--- config.mk ---
export PLATFORM = sky130hd
export DESIGN_NAME = lbpcs_window
export DESIGN_NICKNAME = d
export VERILOG_FILES = /design/src/rtl/core/lbpcs_pkg.sv /design/src/rtl/core/lbpcs_window.sv
export SDC_FILE = /design/constraint.sdc
export NUM_CORES = 1
export LEC_CHECK = 0
export ABC_CLOCK_PERIOD_IN_PS = 3500
export CAP_MARGIN = 5
export CORE_UTILIZATION = 30
export CTS_CLUSTER_SIZE = 16
export DETAILED_ROUTE_END_ITERATION = 10
export DONT_BUFFER_PORTS = 1
export PLACE_DENSITY = 0.45
export RECOVER_POWER = 25
export SLEW_MARGIN = 25
export SYNTH_ARGS = -nofsm -noshare
export SYNTH_HDL_FRONTEND = slang
export SYNTH_SLANG_ARGS = --single-unit
--- constraint.sdc ---
create_clock -name i_clk -period 3.5 [get_ports i_clk]
set_input_delay 0.35 -clock i_clk [delete_from_list [all_inputs] [get_ports i_clk]]
set_output_delay 0.35 -clock i_clk [all_outputs]
set_load 0.02 [all_outputs]
--- src/rtl/core/lbpcs_pkg.sv ---
// Shared types and constants for the 3x3 LBP code stream unit.
// No dependencies; used by every module under rtl/core.
`default_nettype none

package lbpcs_pkg;

    localparam int PIX_W        = 8;
    localparam int CODE_W       = 8;
    localparam int POS_OUT_W    = 11;
    localparam int CFG_W        = 12;
    localparam int IN_TDATA_W   = 8;
    localparam int OUT_TDATA_W  = 32;

    localparam int DEF_MAX_WIDTH  = 2048;
    localparam int DEF_MAX_HEIGHT = 2048;
    localparam int MIN_SIZE       = 3;

    localparam logic [CFG_W-1:0] RST_IMAGE_WIDTH  = 12'd640;
    localparam logic [CFG_W-1:0] RST_IMAGE_HEIGHT = 12'd480;

    // configuration register indexes
    typedef enum logic [0:0] {
        CFG_IMAGE_WIDTH  = 1'b0,
        CFG_IMAGE_HEIGHT = 1'b1
    } t_cfg_idx;

    // per-pixel position flags, worked out when the pixel is taken
    typedef struct packed {
        logic interior;
        logic last;
    } t_pos_flags;

    // stage one control from the top level to the window
    typedef struct packed {
        logic fire;
    } t_win_ctrl;

endpackage

`default_nettype wire

--- src/rtl/core/lbpcs_window.sv ---
// 3x3 window columns c-2, c-1 and the comparison into an LBP code.
// Depends on lbpcs_pkg.
`default_nettype none

module lbpcs_window (
    input  wire logic                           i_clk,
    input  wire logic                           i_rst_n,
    input  wire lbpcs_pkg::t_win_ctrl           i_ctrl,
    input  wire logic [lbpcs_pkg::PIX_W-1:0]    i_top,
    input  wire logic [lbpcs_pkg::PIX_W-1:0]    i_mid,
    input  wire logic [lbpcs_pkg::PIX_W-1:0]    i_bot,
    output logic [lbpcs_pkg::CODE_W-1:0]        o_code
);

    // 0,1: top row c-2,c-1; 2,3: middle; 4,5: bottom
    logic [lbpcs_pkg::PIX_W-1:0] r_win [6];
    logic [lbpcs_pkg::PIX_W-1:0] center;

    always_ff @(posedge i_clk) begin
        if (!i_rst_n) begin
            for (int i = 0; i < 6; i++) begin
                r_win[i] <= '0;
            end
        end else if (i_ctrl.fire) begin
            r_win[0] <= r_win[1];
            r_win[1] <= i_top;
            r_win[2] <= r_win[3];
            r_win[3] <= i_mid;
            r_win[4] <= r_win[5];
            r_win[5] <= i_bot;
        end
    end

    always_comb begin
        center    = r_win[3];
        o_code[7] = r_win[0] >= center;
        o_code[6] = r_win[1] >= center;
        o_code[5] = i_top    >= center;
        o_code[4] = i_mid    >= center;
        o_code[3] = i_bot    >= center;
        o_code[2] = r_win[5] >= center;
        o_code[1] = r_win[4] >= center;
        o_code[0] = r_win[2] >= center;
    end

endmodule

`default_nettype wire
======== Yosys cells after proc, flatten, opt, wreduce, memory -nomap -nowiden ========
Memories as Yosys holds them, arrays and structs flattened.
Index checks and enable logic that the tools add are counted.
word-level totals
  bits in registers ....................... 0
  bits in writable memories ............... 48
  input port bits ......................... 27
  output and inout bits ................... 8
  word-level logic and storage cells ...... 25
  memories ................................ 1
cells by class
  magnitude comparators ................... 8
  multiplexer cells ....................... 10
  bitwise logic cells ..................... 6
memories
  name   words  width  rd ports  clocked after memory_dff  write ports  line                text
  r_win  6      8      6         0                         6            lbpcs_window.sv:16  logic [lbpcs_pkg::PIX_W-1:0] r_win [6];
operators by type and width
  cell                 number
  >= comparator 8 bit  8
  two-way mux 8 bit    6
  OR 1 bit             6
  two-way mux 1 bit    4

======== Depth between registers and ports, before layout ========
  word-level depth ........................ 4
  depth in mapped cells ................... 5

======== Worst setup path after synthesis ========
Ideal clock, no wire load.
  path type ............................... input-to-reg
  start ................................... input i_ctrl
  end ..................................... memory r_win[0][0] (netlist bit), enable pin
  library setup time ...................... 0.413 ns
  arrival ................................. 1.669 ns
  slack ................................... 1.418 ns
  stages on the path ...................... 2
  buffers on the path ..................... 1
  cell sequence ........................... buf_4 nand2b_1
RTL lines
  item         line                text
  from (decl)  lbpcs_window.sv:8   input wire lbpcs_pkg::t_win_ctrl i_ctrl,
  to (decl)    lbpcs_window.sv:16

==> out/metrics.yaml <==
fin_crit_ps: 2380
synth_common_cells: "ha_1 (64), and3_1 (49), edfxtp_1 (48)"
synthAdderAreaFrac_pct: 25.0
drcViolationCount: 0
grt_pass1_wl_um: 10600
fp.coreArea_sq_mm: 0.0103
yosysUniqueCellTypes: 13
dieArea_sq_mm: 0.0111
dr.pass1.iters: 4
r2r_slack_ps: 2420
clock-sinks: 48
timing.rr.start: "r_win[3][0]"
synth_edf_count: 48
tns_ps: 0
place_area_sq_mm: 0.00332
synth_top_area_share_pct: 45.1
yosys.area.top_type: "edfxtp_1"
endpoint_kind: "primary output"
combinationalPowerShare_pct: 22.3
cp_data_required_time_ps: 3150
htree_levels: 2
synth_compound_area_share_pct: 12.2
synth.area.top_cells: "edfxtp_1 (45%), ha_1 (25%), and3_1 (9.6%)"
syn_area_per_cell_sq_um: 12.4
seq_area_sq_mm: 0.00144
drive_gt1_share_pct: 9.34
vias_per_cell: 5.04
clock_path_buffers: 2
dr.first_iter.drc_count: 40
cp_max_fo: 8
timing.final.crit_share_pct: 68.1
synthXorXnorAreaFrac_pct: 0
async_reset_ff_share_pct: 0
tightest_slew_ps: 950
vias: 1982
p_switching_mw: 0.393
io_pins: 35
initial_core_util_pct: 31.0
cts_tree: "done"
synth_warnings: 0
multi_input_area_sq_mm: 0.00165
path_clk_slew_ps: 90
die_w_um: 105
num-nets-final: 347
vdd_drop_max_mv: 0.151
synth.most_common_cell: "ha_1"
yosys.area_share.simple_pct: 14.2
p_sw_share_pct: 29.5
rows: 37
maxSlewHeadroom_pct: 36.7
clock_latency_ps: 310
finalHoldViolCount: 0
maxCapViolCount: 0
wirelength_um: 6650
ys.flop_type: "edfxtp_1"
grt_setup_unrepaired: "no"
grtUsageTotal_pct: 12.8
hold_class: "input pin to register"
hold_end: "r_win[1][0]"
power.density_mw_per_mm2: 391
start_kind: "register"
worstSetupPathType: "register to primary output"
fmax_mhz: 420
reg_top3: "r_win x48"
dp_hpwl_um: 4490
min_from: "i_top[0]"
status: "finished, final reports clean"
p_leak_nw: 1.69
synth_top_family_by_area: "adder cells"
worstPathArrival_ps: 2030
wire_per_inst_um: 16.9
ys_seq_area_share_pct: 45.1
ys_ff_latch: 48
grt_overflow: 0
synthCells: 258
n_antenna_cell: 0
portBuffers: 0
p_clk_share_pct: 25.6
grt_pass1_vias: 2014
grt_max_degree: 50
finalWeightedCongestion: 0.692
design_area_sq_mm: 0.00341
drtAntennaViolNets: 0
area_growth_pct: 6.73
largest-register: "r_win"
cts_hold_buf: 0
r2r_cells: 1
skew_ps: 8.18
syn_nets: 349
rr_endpoint: "r_win[2][0]"
dieHeight_um: 105
final_max_slew_viol_count: 0
cts_buffers: 5
antenna_found_initial: 0
hold_depth: 1
largest_register_ffs: 48
power.share.sequential_pct: 52.2
cts_root_buf: "clkbuf_8"
fillCellCount: 1024
post_cts_buffers: 0
ctsResizeCount: 0
syn-cell-area_sq_mm: 0.00320
synth.area.mux_share_pct: 0
p_int_mw: 0.942
final-setup-viol-count: 0
worst max-delay path, cell delays in order, from the launching register on:
cell	delay, ps
edfxtp_1	380
inv_1	330
ha_1	320
a21o_1	190
a221oi_2	280
o21ai_1	230
cells in the final DEF, fill, tap and decap left out, drive strengths merged:
cell,count
ha,64
a21o,24
buf,1
o21ai,8
nand3,8
edfxtp,48
a221oi,8
inv,15
and3,56
clkinvlp,2
nand2b,9
clkbuf,5
clkinv,1
a31oi,8
worst max-delay path by stage:
stage / cells past startpoint / to / slack (ps) / from
global placement: 5 / o_code[5] / 1430 / r_win[3][7]
detailed placement: 5 / o_code[5] / 1430 / r_win[3][7]
floorplan: 2 / r_win[0][0] / 1420 / i_ctrl
finish: 5 / o_code[0] / 1120 / r_win[3][6]
CTS: 5 / o_code[5] / 1070 / r_win[3][7]
global route: 5 / o_code[5] / 960 / r_win[3][7]
stage by stage:
step	hold slack (ps)	total power, mW	util (%)	std cells	setup slack (ps)
2_1_floorplan	548	0.951	-	258	1420
3_3_place_gp	553	1.01	32.2	385	1430
3_5_place_dp	559	1.02	32.2	385	1430
4_1_cts	251	1.36	33.1	393	1070
5_1_grt	248	1.41	33.1	393	963
6_report	262	1.33	33.1	393	1120
power by group through the flow:
stage / Clock (mW) / Sequential [mW] / Combinational [mW]
3_5_place_dp: 0 / 0.711 / 0.305
3_3_place_gp: 0 / 0.710 / 0.297
4_1_cts: 0.353 / 0.697 / 0.306
6_report: 0.341 / 0.696 / 0.297
2_1_floorplan: 0 / 0.705 / 0.246
5_1_grt: 0.367 / 0.702 / 0.345
per-layer routing:
metal  vias up  global-route usage, %  share of wire, %
met1       948                   15.8                46
li1        998                      -                 -
met3         5                   3.09               4.0
met2        31                   22.0                49
met5         -                      0                 0
met4         0                   3.62               1.0
area by class of cell:
cell class | count | area share, %
clock buffers | 5 | 2.02
clock inverters | 3 | 0.550
inverters | 15 | 1.65
multi-input cells | 185 | 48.3
flip-flops and latches | 48 | 42.2
well taps | 136 | 4.99
repair buffers | 1 | 0.220
logic make-up (layout without fill, tap and decap cells):
logic type,Yosys count,in the layout
simple gates,73,73
fa+ha+maj,64,64
compound gates,48,48
flops,48,48
buf+inv,25,24
Note: power is estimated with default switching activity, not from simulation.
