$ cat config.mk
export PLATFORM = sky130hd
export DESIGN_NAME = lbpcs_geom
export DESIGN_NICKNAME = d
export VERILOG_FILES = /design/src/rtl/core/lbpcs_pkg.sv /design/src/rtl/core/lbpcs_geom.sv
export SDC_FILE = /design/constraint.sdc
export NUM_CORES = 1
export LEC_CHECK = 0
export ABC_AREA = 1
export BUFFER_PORTS_ARGS = -buffer_cell sky130_fd_sc_hd__buf_2
export CORE_ASPECT_RATIO = 1.4
export CORE_MARGIN = 2
export CORE_UTILIZATION = 65
export CTS_BUF_LIST = sky130_fd_sc_hd__clkbuf_4
export DETAILED_ROUTE_END_ITERATION = 6
export GPL_TIMING_DRIVEN = 1
export PLACE_DENSITY = 0.87
export SYNTH_ARGS = -nofsm -noshare
export SYNTH_HDL_FRONTEND = slang
export SYNTH_SLANG_ARGS = --single-unit
$ cat constraint.sdc
create_clock -name i_clk -period 6.6 [get_ports i_clk]
set_input_delay 0.99 -clock i_clk [delete_from_list [all_inputs] [get_ports i_clk]]
set_output_delay 0.99 -clock i_clk [all_outputs]
set_load 0.05 [all_outputs]
$ cat src/rtl/core/lbpcs_pkg.sv
// Shared types and constants for the 3x3 LBP code stream unit.
// No dependencies; used by every module under rtl/core.
`default_nettype none

package lbpcs_pkg;

    localparam int PIX_W        = 8;
    localparam int CODE_W       = 8;
    localparam int POS_OUT_W    = 11;
    localparam int CFG_W        = 12;
    localparam int IN_TDATA_W   = 8;
    localparam int OUT_TDATA_W  = 32;

    localparam int DEF_MAX_WIDTH  = 2048;
    localparam int DEF_MAX_HEIGHT = 2048;
    localparam int MIN_SIZE       = 3;

    localparam logic [CFG_W-1:0] RST_IMAGE_WIDTH  = 12'd640;
    localparam logic [CFG_W-1:0] RST_IMAGE_HEIGHT = 12'd480;

    // configuration register indexes
    typedef enum logic [0:0] {
        CFG_IMAGE_WIDTH  = 1'b0,
        CFG_IMAGE_HEIGHT = 1'b1
    } t_cfg_idx;

    // per-pixel position flags, worked out when the pixel is taken
    typedef struct packed {
        logic interior;
        logic last;
    } t_pos_flags;

    // stage one control from the top level to the window
    typedef struct packed {
        logic fire;
    } t_win_ctrl;

endpackage

`default_nettype wire

$ cat src/rtl/core/lbpcs_geom.sv
// Size registers, size clamping and raster position counters.
// Depends on lbpcs_pkg.
`default_nettype none

module lbpcs_geom #(
    parameter int MAX_WIDTH  = lbpcs_pkg::DEF_MAX_WIDTH,
    parameter int MAX_HEIGHT = lbpcs_pkg::DEF_MAX_HEIGHT
) (
    input  wire logic                               i_clk,
    input  wire logic                               i_rst_n,
    input  wire logic                               i_cfg_valid,
    input  wire lbpcs_pkg::t_cfg_idx                i_cfg_index,
    input  wire logic [lbpcs_pkg::CFG_W-1:0]        i_cfg_data,
    input  wire logic                               i_accept,
    input  wire logic                               i_frame_start,
    output logic [$clog2(MAX_WIDTH)-1:0]            o_col,
    output lbpcs_pkg::t_pos_flags                   o_flags,
    output logic [lbpcs_pkg::POS_OUT_W-1:0]         o_out_row,
    output logic [lbpcs_pkg::POS_OUT_W-1:0]         o_out_col
);

    localparam int CW   = $clog2(MAX_WIDTH);
    localparam int RW   = $clog2(MAX_HEIGHT);
    localparam int WW   = $clog2(MAX_WIDTH + 1);
    localparam int HW   = $clog2(MAX_HEIGHT + 1);
    localparam int CMPW = (lbpcs_pkg::CFG_W > WW) ?
                          ((lbpcs_pkg::CFG_W > HW) ? lbpcs_pkg::CFG_W : HW) :
                          ((WW > HW) ? WW : HW);

    logic [lbpcs_pkg::CFG_W-1:0] r_width_cfg;
    logic [lbpcs_pkg::CFG_W-1:0] r_height_cfg;
    logic [CW-1:0]               r_col;
    logic [RW-1:0]               r_row;
    logic [CW-1:0]               n_col;
    logic [RW-1:0]               n_row;

    logic [CMPW-1:0] width_ext;
    logic [CMPW-1:0] height_ext;
    logic [WW-1:0]   width_eff;
    logic [HW-1:0]   height_eff;
    logic [CW-1:0]   col_cur;
    logic [RW-1:0]   row_cur;
    logic [WW-1:0]   col_nxt;
    logic [HW-1:0]   row_nxt;

    always_ff @(posedge i_clk) begin
        if (!i_rst_n) begin
            r_width_cfg  <= lbpcs_pkg::RST_IMAGE_WIDTH;
            r_height_cfg <= lbpcs_pkg::RST_IMAGE_HEIGHT;
        end else if (i_cfg_valid) begin
            unique case (i_cfg_index)
                lbpcs_pkg::CFG_IMAGE_WIDTH:  r_width_cfg  <= i_cfg_data;
                lbpcs_pkg::CFG_IMAGE_HEIGHT: r_height_cfg <= i_cfg_data;
                default: ;
            endcase
        end
    end

    // clamp sizes to 3..MAX
    always_comb begin
        width_ext  = CMPW'(r_width_cfg);
        height_ext = CMPW'(r_height_cfg);
        if (width_ext < CMPW'(lbpcs_pkg::MIN_SIZE)) begin
            width_eff = WW'(lbpcs_pkg::MIN_SIZE);
        end else if (width_ext > CMPW'(MAX_WIDTH)) begin
            width_eff = WW'(MAX_WIDTH);
        end else begin
            width_eff = WW'(width_ext);
        end
        if (height_ext < CMPW'(lbpcs_pkg::MIN_SIZE)) begin
            height_eff = HW'(lbpcs_pkg::MIN_SIZE);
        end else if (height_ext > CMPW'(MAX_HEIGHT)) begin
            height_eff = HW'(MAX_HEIGHT);
        end else begin
            height_eff = HW'(height_ext);
        end
    end

    always_comb begin
        col_cur = i_frame_start ? '0 : r_col;
        row_cur = i_frame_start ? '0 : r_row;
        col_nxt = WW'(col_cur) + WW'(1);
        row_nxt = HW'(row_cur) + HW'(1);
        if (col_nxt >= width_eff) begin
            n_col = '0;
            n_row = (row_nxt >= height_eff) ? '0 : RW'(row_nxt);
        end else begin
            n_col = CW'(col_nxt);
            n_row = row_cur;
        end
    end

    always_ff @(posedge i_clk) begin
        if (!i_rst_n) begin
            r_col <= '0;
            r_row <= '0;
        end else if (i_accept) begin
            r_col <= n_col;
            r_row <= n_row;
        end
    end

    always_comb begin
        o_col            = col_cur;
        o_flags.interior = (row_cur >= RW'(2)) && (col_cur >= CW'(2)) &&
                           (HW'(row_cur) < height_eff) && (WW'(col_cur) < width_eff);
        o_flags.last     = (HW'(row_cur) == height_eff - HW'(1)) &&
                           (WW'(col_cur) == width_eff - WW'(1));
        o_out_row        = lbpcs_pkg::POS_OUT_W'(row_cur - RW'(1));
        o_out_col        = lbpcs_pkg::POS_OUT_W'(col_cur - CW'(1));
    end

endmodule

`default_nettype wire

## After elaboration in Yosys (flattened, before gate mapping)

Index checks and enable logic that the tools add are counted.

| storage, ports and cells | value |
|---|---|
| bits in registers | 46 |
| bits of input ports | 18 |
| output and inout port bits | 35 |
| word-level logic and storage cells | 38 |

| operators by class | value |
|---|---|
| add/subtract/negate cells | 6 |
| magnitude comparators | 10 |
| equal/unequal tests | 2 |
| muxes and demuxes | 9 |
| bitwise gates (word level) | 1 |
| reductions and logical operators | 6 |

Operators with widths:

| operator | count |
|---|---|
| $mux W11 | 5 |
| $mux W12 | 4 |
| $add A11 B1 Y12 const B | 2 |
| $eq A11 B12 Y1 | 2 |
| $ge A12 B12 Y1 | 2 |
| $gt A12 B12 Y1 const B | 2 |
| $lt A11 B12 Y1 | 2 |
| $lt A12 B2 Y1 const B | 2 |
| $sub A12 B1 Y12 const B | 2 |
| $ge A11 B2 Y1 const B | 2 |
| $sub A11 B1 Y11 const B | 2 |
| $logic_and A1 B1 Y1 | 4 |
| $reduce_and A2 Y1 | 2 |
| $not A1 Y1 | 1 |

## Logic depth before layout (Yosys ltp)

| logic depth | value |
|---|---|
| depth in word-level cells | 6 |
| depth in mapped cells | 20 |
| gate-level depth less buffers | 19 |

## Worst setup path before layout

OpenSTA, ideal clock, no wires.

| timing path | value |
|---|---|
| path type | in2out |
| start point | input port i_frame_start |
| end point | output port o_flags[1] (netlist name) |
| data arrival time | 3.418 ns |
| path slack | 2.192 ns |
| stages on the path | 8 |
| path through | buf_6 nor2_1 ha_1 a21oi_1 nand2_1 nand3_1 o2111ai_1 nor2_1 |

RTL lines:

| element | RTL line | text |
|---|---|---|
| start: declaration | lbpcs_geom.sv:15 | `input wire logic i_frame_start,` |
| end: declaration | lbpcs_geom.sv:17 | `output lbpcs_pkg::t_pos_flags o_flags,` |

==> impl_metrics.tcl <==
set metrics [dict create \
    period_share_pct 68.9 \
    overflow 0 \
    grt_usage_pct 33.6 \
    r2r_slack_ns 2.79 \
    rows 36 \
    rsz0062_at_grt "false" \
    reg2reg_from "r_col[1]" \
    ys.flop_type "dfxtp_1" \
    ys_seq_area_share_pct 19.5 \
    ir_drop_mv 0.109 \
    min_period_ns 4.55 \
    ys_seq_elements 46 \
    h-tree-depth 2 \
    cts_tree "built" \
    grt_max_degree 37 \
    finalSetupTns_ns 0 \
    drc_errors 0 \
    io_pins 53 \
    final_antenna_net_count 0 \
    gp_congestion 0.926 \
    nets 874 \
    layout_commonest_cell "nand2_1" \
    die_area_sq_um 7950 \
    chipWidth_um 76.0 \
    die_y_um 105 \
    clkSinkCount 46 \
    p_leak_nw 2.64 \
    vias_per_cell 5.64 \
    post_cts_buffers 0 \
    post_drt_wl_per_cell_um 14.8 \
    hpwl_um 10700 \
    cts_resized 0 \
    async_reset_ff_share_pct 0 \
    grt_pass1_wl_um 21800 \
    fp.coreArea_sq_um 6980 \
    cts-root-buf "clkbuf_4" \
    worstPathRequired_ns 5.61 \
    hold_buffers 0 \
    critPathKind "reg -> out" \
    avgSynthCellArea_sq_um 6.19 \
    fill_cells 597 \
    reg2reg_depth 16 \
    final_cell_mix "nand2_1 (168), nor2_1 (121), inv_1 (87)" \
    clk_pin_slew_ns 0.14 \
    slew_violations 0 \
    final_util_pct 72.7 \
    diodes 0 \
    placed_cells 890 \
    fin_worst_skew_ns 0.0196 \
    fin_cells 898 \
    end_kind "output port" \
    fin_area_sq_um 5070 \
    status "finished clean" \
    synth_cells 761 \
    drt-initial-drc-count 306 \
    fmax_mhz 220 \
    max_slew.worst_pin.slew_ns 1.07 \
    start_util_pct 67.5 \
    min_to "r_col[1]" \
    synth-warning-count 0 \
    synthesis.nets 833 \
    ys_types 33 \
    whs_path_depth 2 \
    place_area_sq_um 5000 \
    area_growth_pct 7.70 \
    clockBufferDepth 2 \
    start_kind "flop" \
    finalHoldViolCount 0 \
    power_density_nw_per_um2 157 \
    worst_slack_ns 2.05 \
    antenna_found_initial 0 \
    finalSetupViolCount 0 \
    clock_latency_ns 0.38 \
    power_mw 0.795 \
    hold_class "reg -> reg" \
    grt_pass1_vias 4838 \
    port_buffers 52 \
    maxCapViolations 0 \
    r2r-end "r_col[4]" \
    arrival_ns 3.56 \
    synth-edff-count 0 \
    path_max_fanout 8 \
    pre_cts_ws_ns 1.94 \
    layout-drive-gt1-share_pct 10.7 \
    vias 5062 \
    relSlewSlack_pct 28.4 \
    cts_made_buffers 5 \
    wl_um 13300 \
    synth_area_sq_um 4710 \
    hold_slack_ns 0.482 \
    firstDrtPassIters 5 \
    min-delay-start "r_col[1]" \
]
[cells by family after synthesis]
family | count (synthesis) | share of synthesized area, %
buffers and inverters | 110 | 9.32
flip-flops | 46 | 19.5
AND/OR/NAND/NOR | 386 | 35.3
XOR/XNOR | 40 | 7.44
adder cells (fa/ha/maj) | 54 | 14.3
AO/OA/AOI/OAI | 125 | 14.1
[report_power, final]
part | internal, mW | leakage (nW) | switching, mW | total (mW)
registers | 0.292 | 0.378 | 0.0143 | 0.306
clock network | 0.0785 | 0.0450 | 0.0957 | 0.174
logic | 0.0923 | 2.21 | 0.222 | 0.314
total | 0.463 | 2.64 | 0.332 | 0.795
[worst max path at each step]
stage / from / to / slack, ns / depth (start not counted)
after floorplan: i_frame_start / o_flags[1] / 2.19 / 8
after global placement: i_frame_start / r_col[2] / 2.17 / 17
after detailed placement: i_frame_start / r_col[4] / 1.94 / 18
after CTS: r_width_cfg[11] / o_flags[0] / 2.11 / 16
after global routing: r_width_cfg[11] / o_flags[0] / 1.77 / 16
final: r_width_cfg[11] / o_flags[0] / 2.05 / 16
[flip-flops by register name, summed over array words and instances (netlist names)]
name	cells
height_ext	12
r_col	11
r_row	11
r_width_cfg	12
[layout make-up]
cell class                 count  area [sq um]  area share, %
multi-input combinational    605          3350           66.0
inverter                      92           345           6.81
clock buffer                   5          37.5          0.740
sequential                    46           921           18.2
clock inverter                 3          40.0          0.789
tap                           95           119           2.34
timing repair buffer          52           260           5.13
[worst max-delay path, cell delays in order (launching register included)]
cell      delay (ns)
dfxtp_1         0.48
inv_2           0.14
nand3_1         0.13
nor2_1          0.06
a21boi_0        0.52
ha_1            0.33
o21ai_0         0.17
inv_1           0.13
nand2_1         0.10
inv_1           0.11
nand3_1         0.09
xor2_1          0.23
nand2_1         0.08
nor2_1          0.13
nand2_1         0.06
nor2_1          0.13
buf_2           0.28
[routing by layer]
layer	wire, um	track usage [%]	vias up
met5	0	0	-
met4	611	18.2	0
met3	770	4.66	50
met2	6730	61.5	192
met1	5160	37.2	2271
li1	-	-	2549
[cells in the mapped netlist (2+ instances only)]
master	instances	area, sq um
nand2_1	168	631
nor2_1	121	454
inv_1	87	327
o21ai_0	59	295
nand3_1	55	275
ha_1	54	676
a21oi_1	50	250
dfxtp_1	46	921
xor2_1	32	280
clkbuf_1	14	52.6
nor3_1	10	50.1
nand4_1	8	50.1
xnor2_1	8	70.1
nand2_2	6	37.5
nor2_2	6	37.5
o211ai_1	5	37.5
a22oi_1	4	30.0
inv_2	4	15.0
buf_6	3	33.8
nor3_2	3	30.0
nand2_4	2	22.5
nand3_2	2	20.0
nand3b_1	2	15.0
nor3_4	2	32.5
o31ai_1	2	15.0
Note: power is estimated with default switching activity, not from simulation.
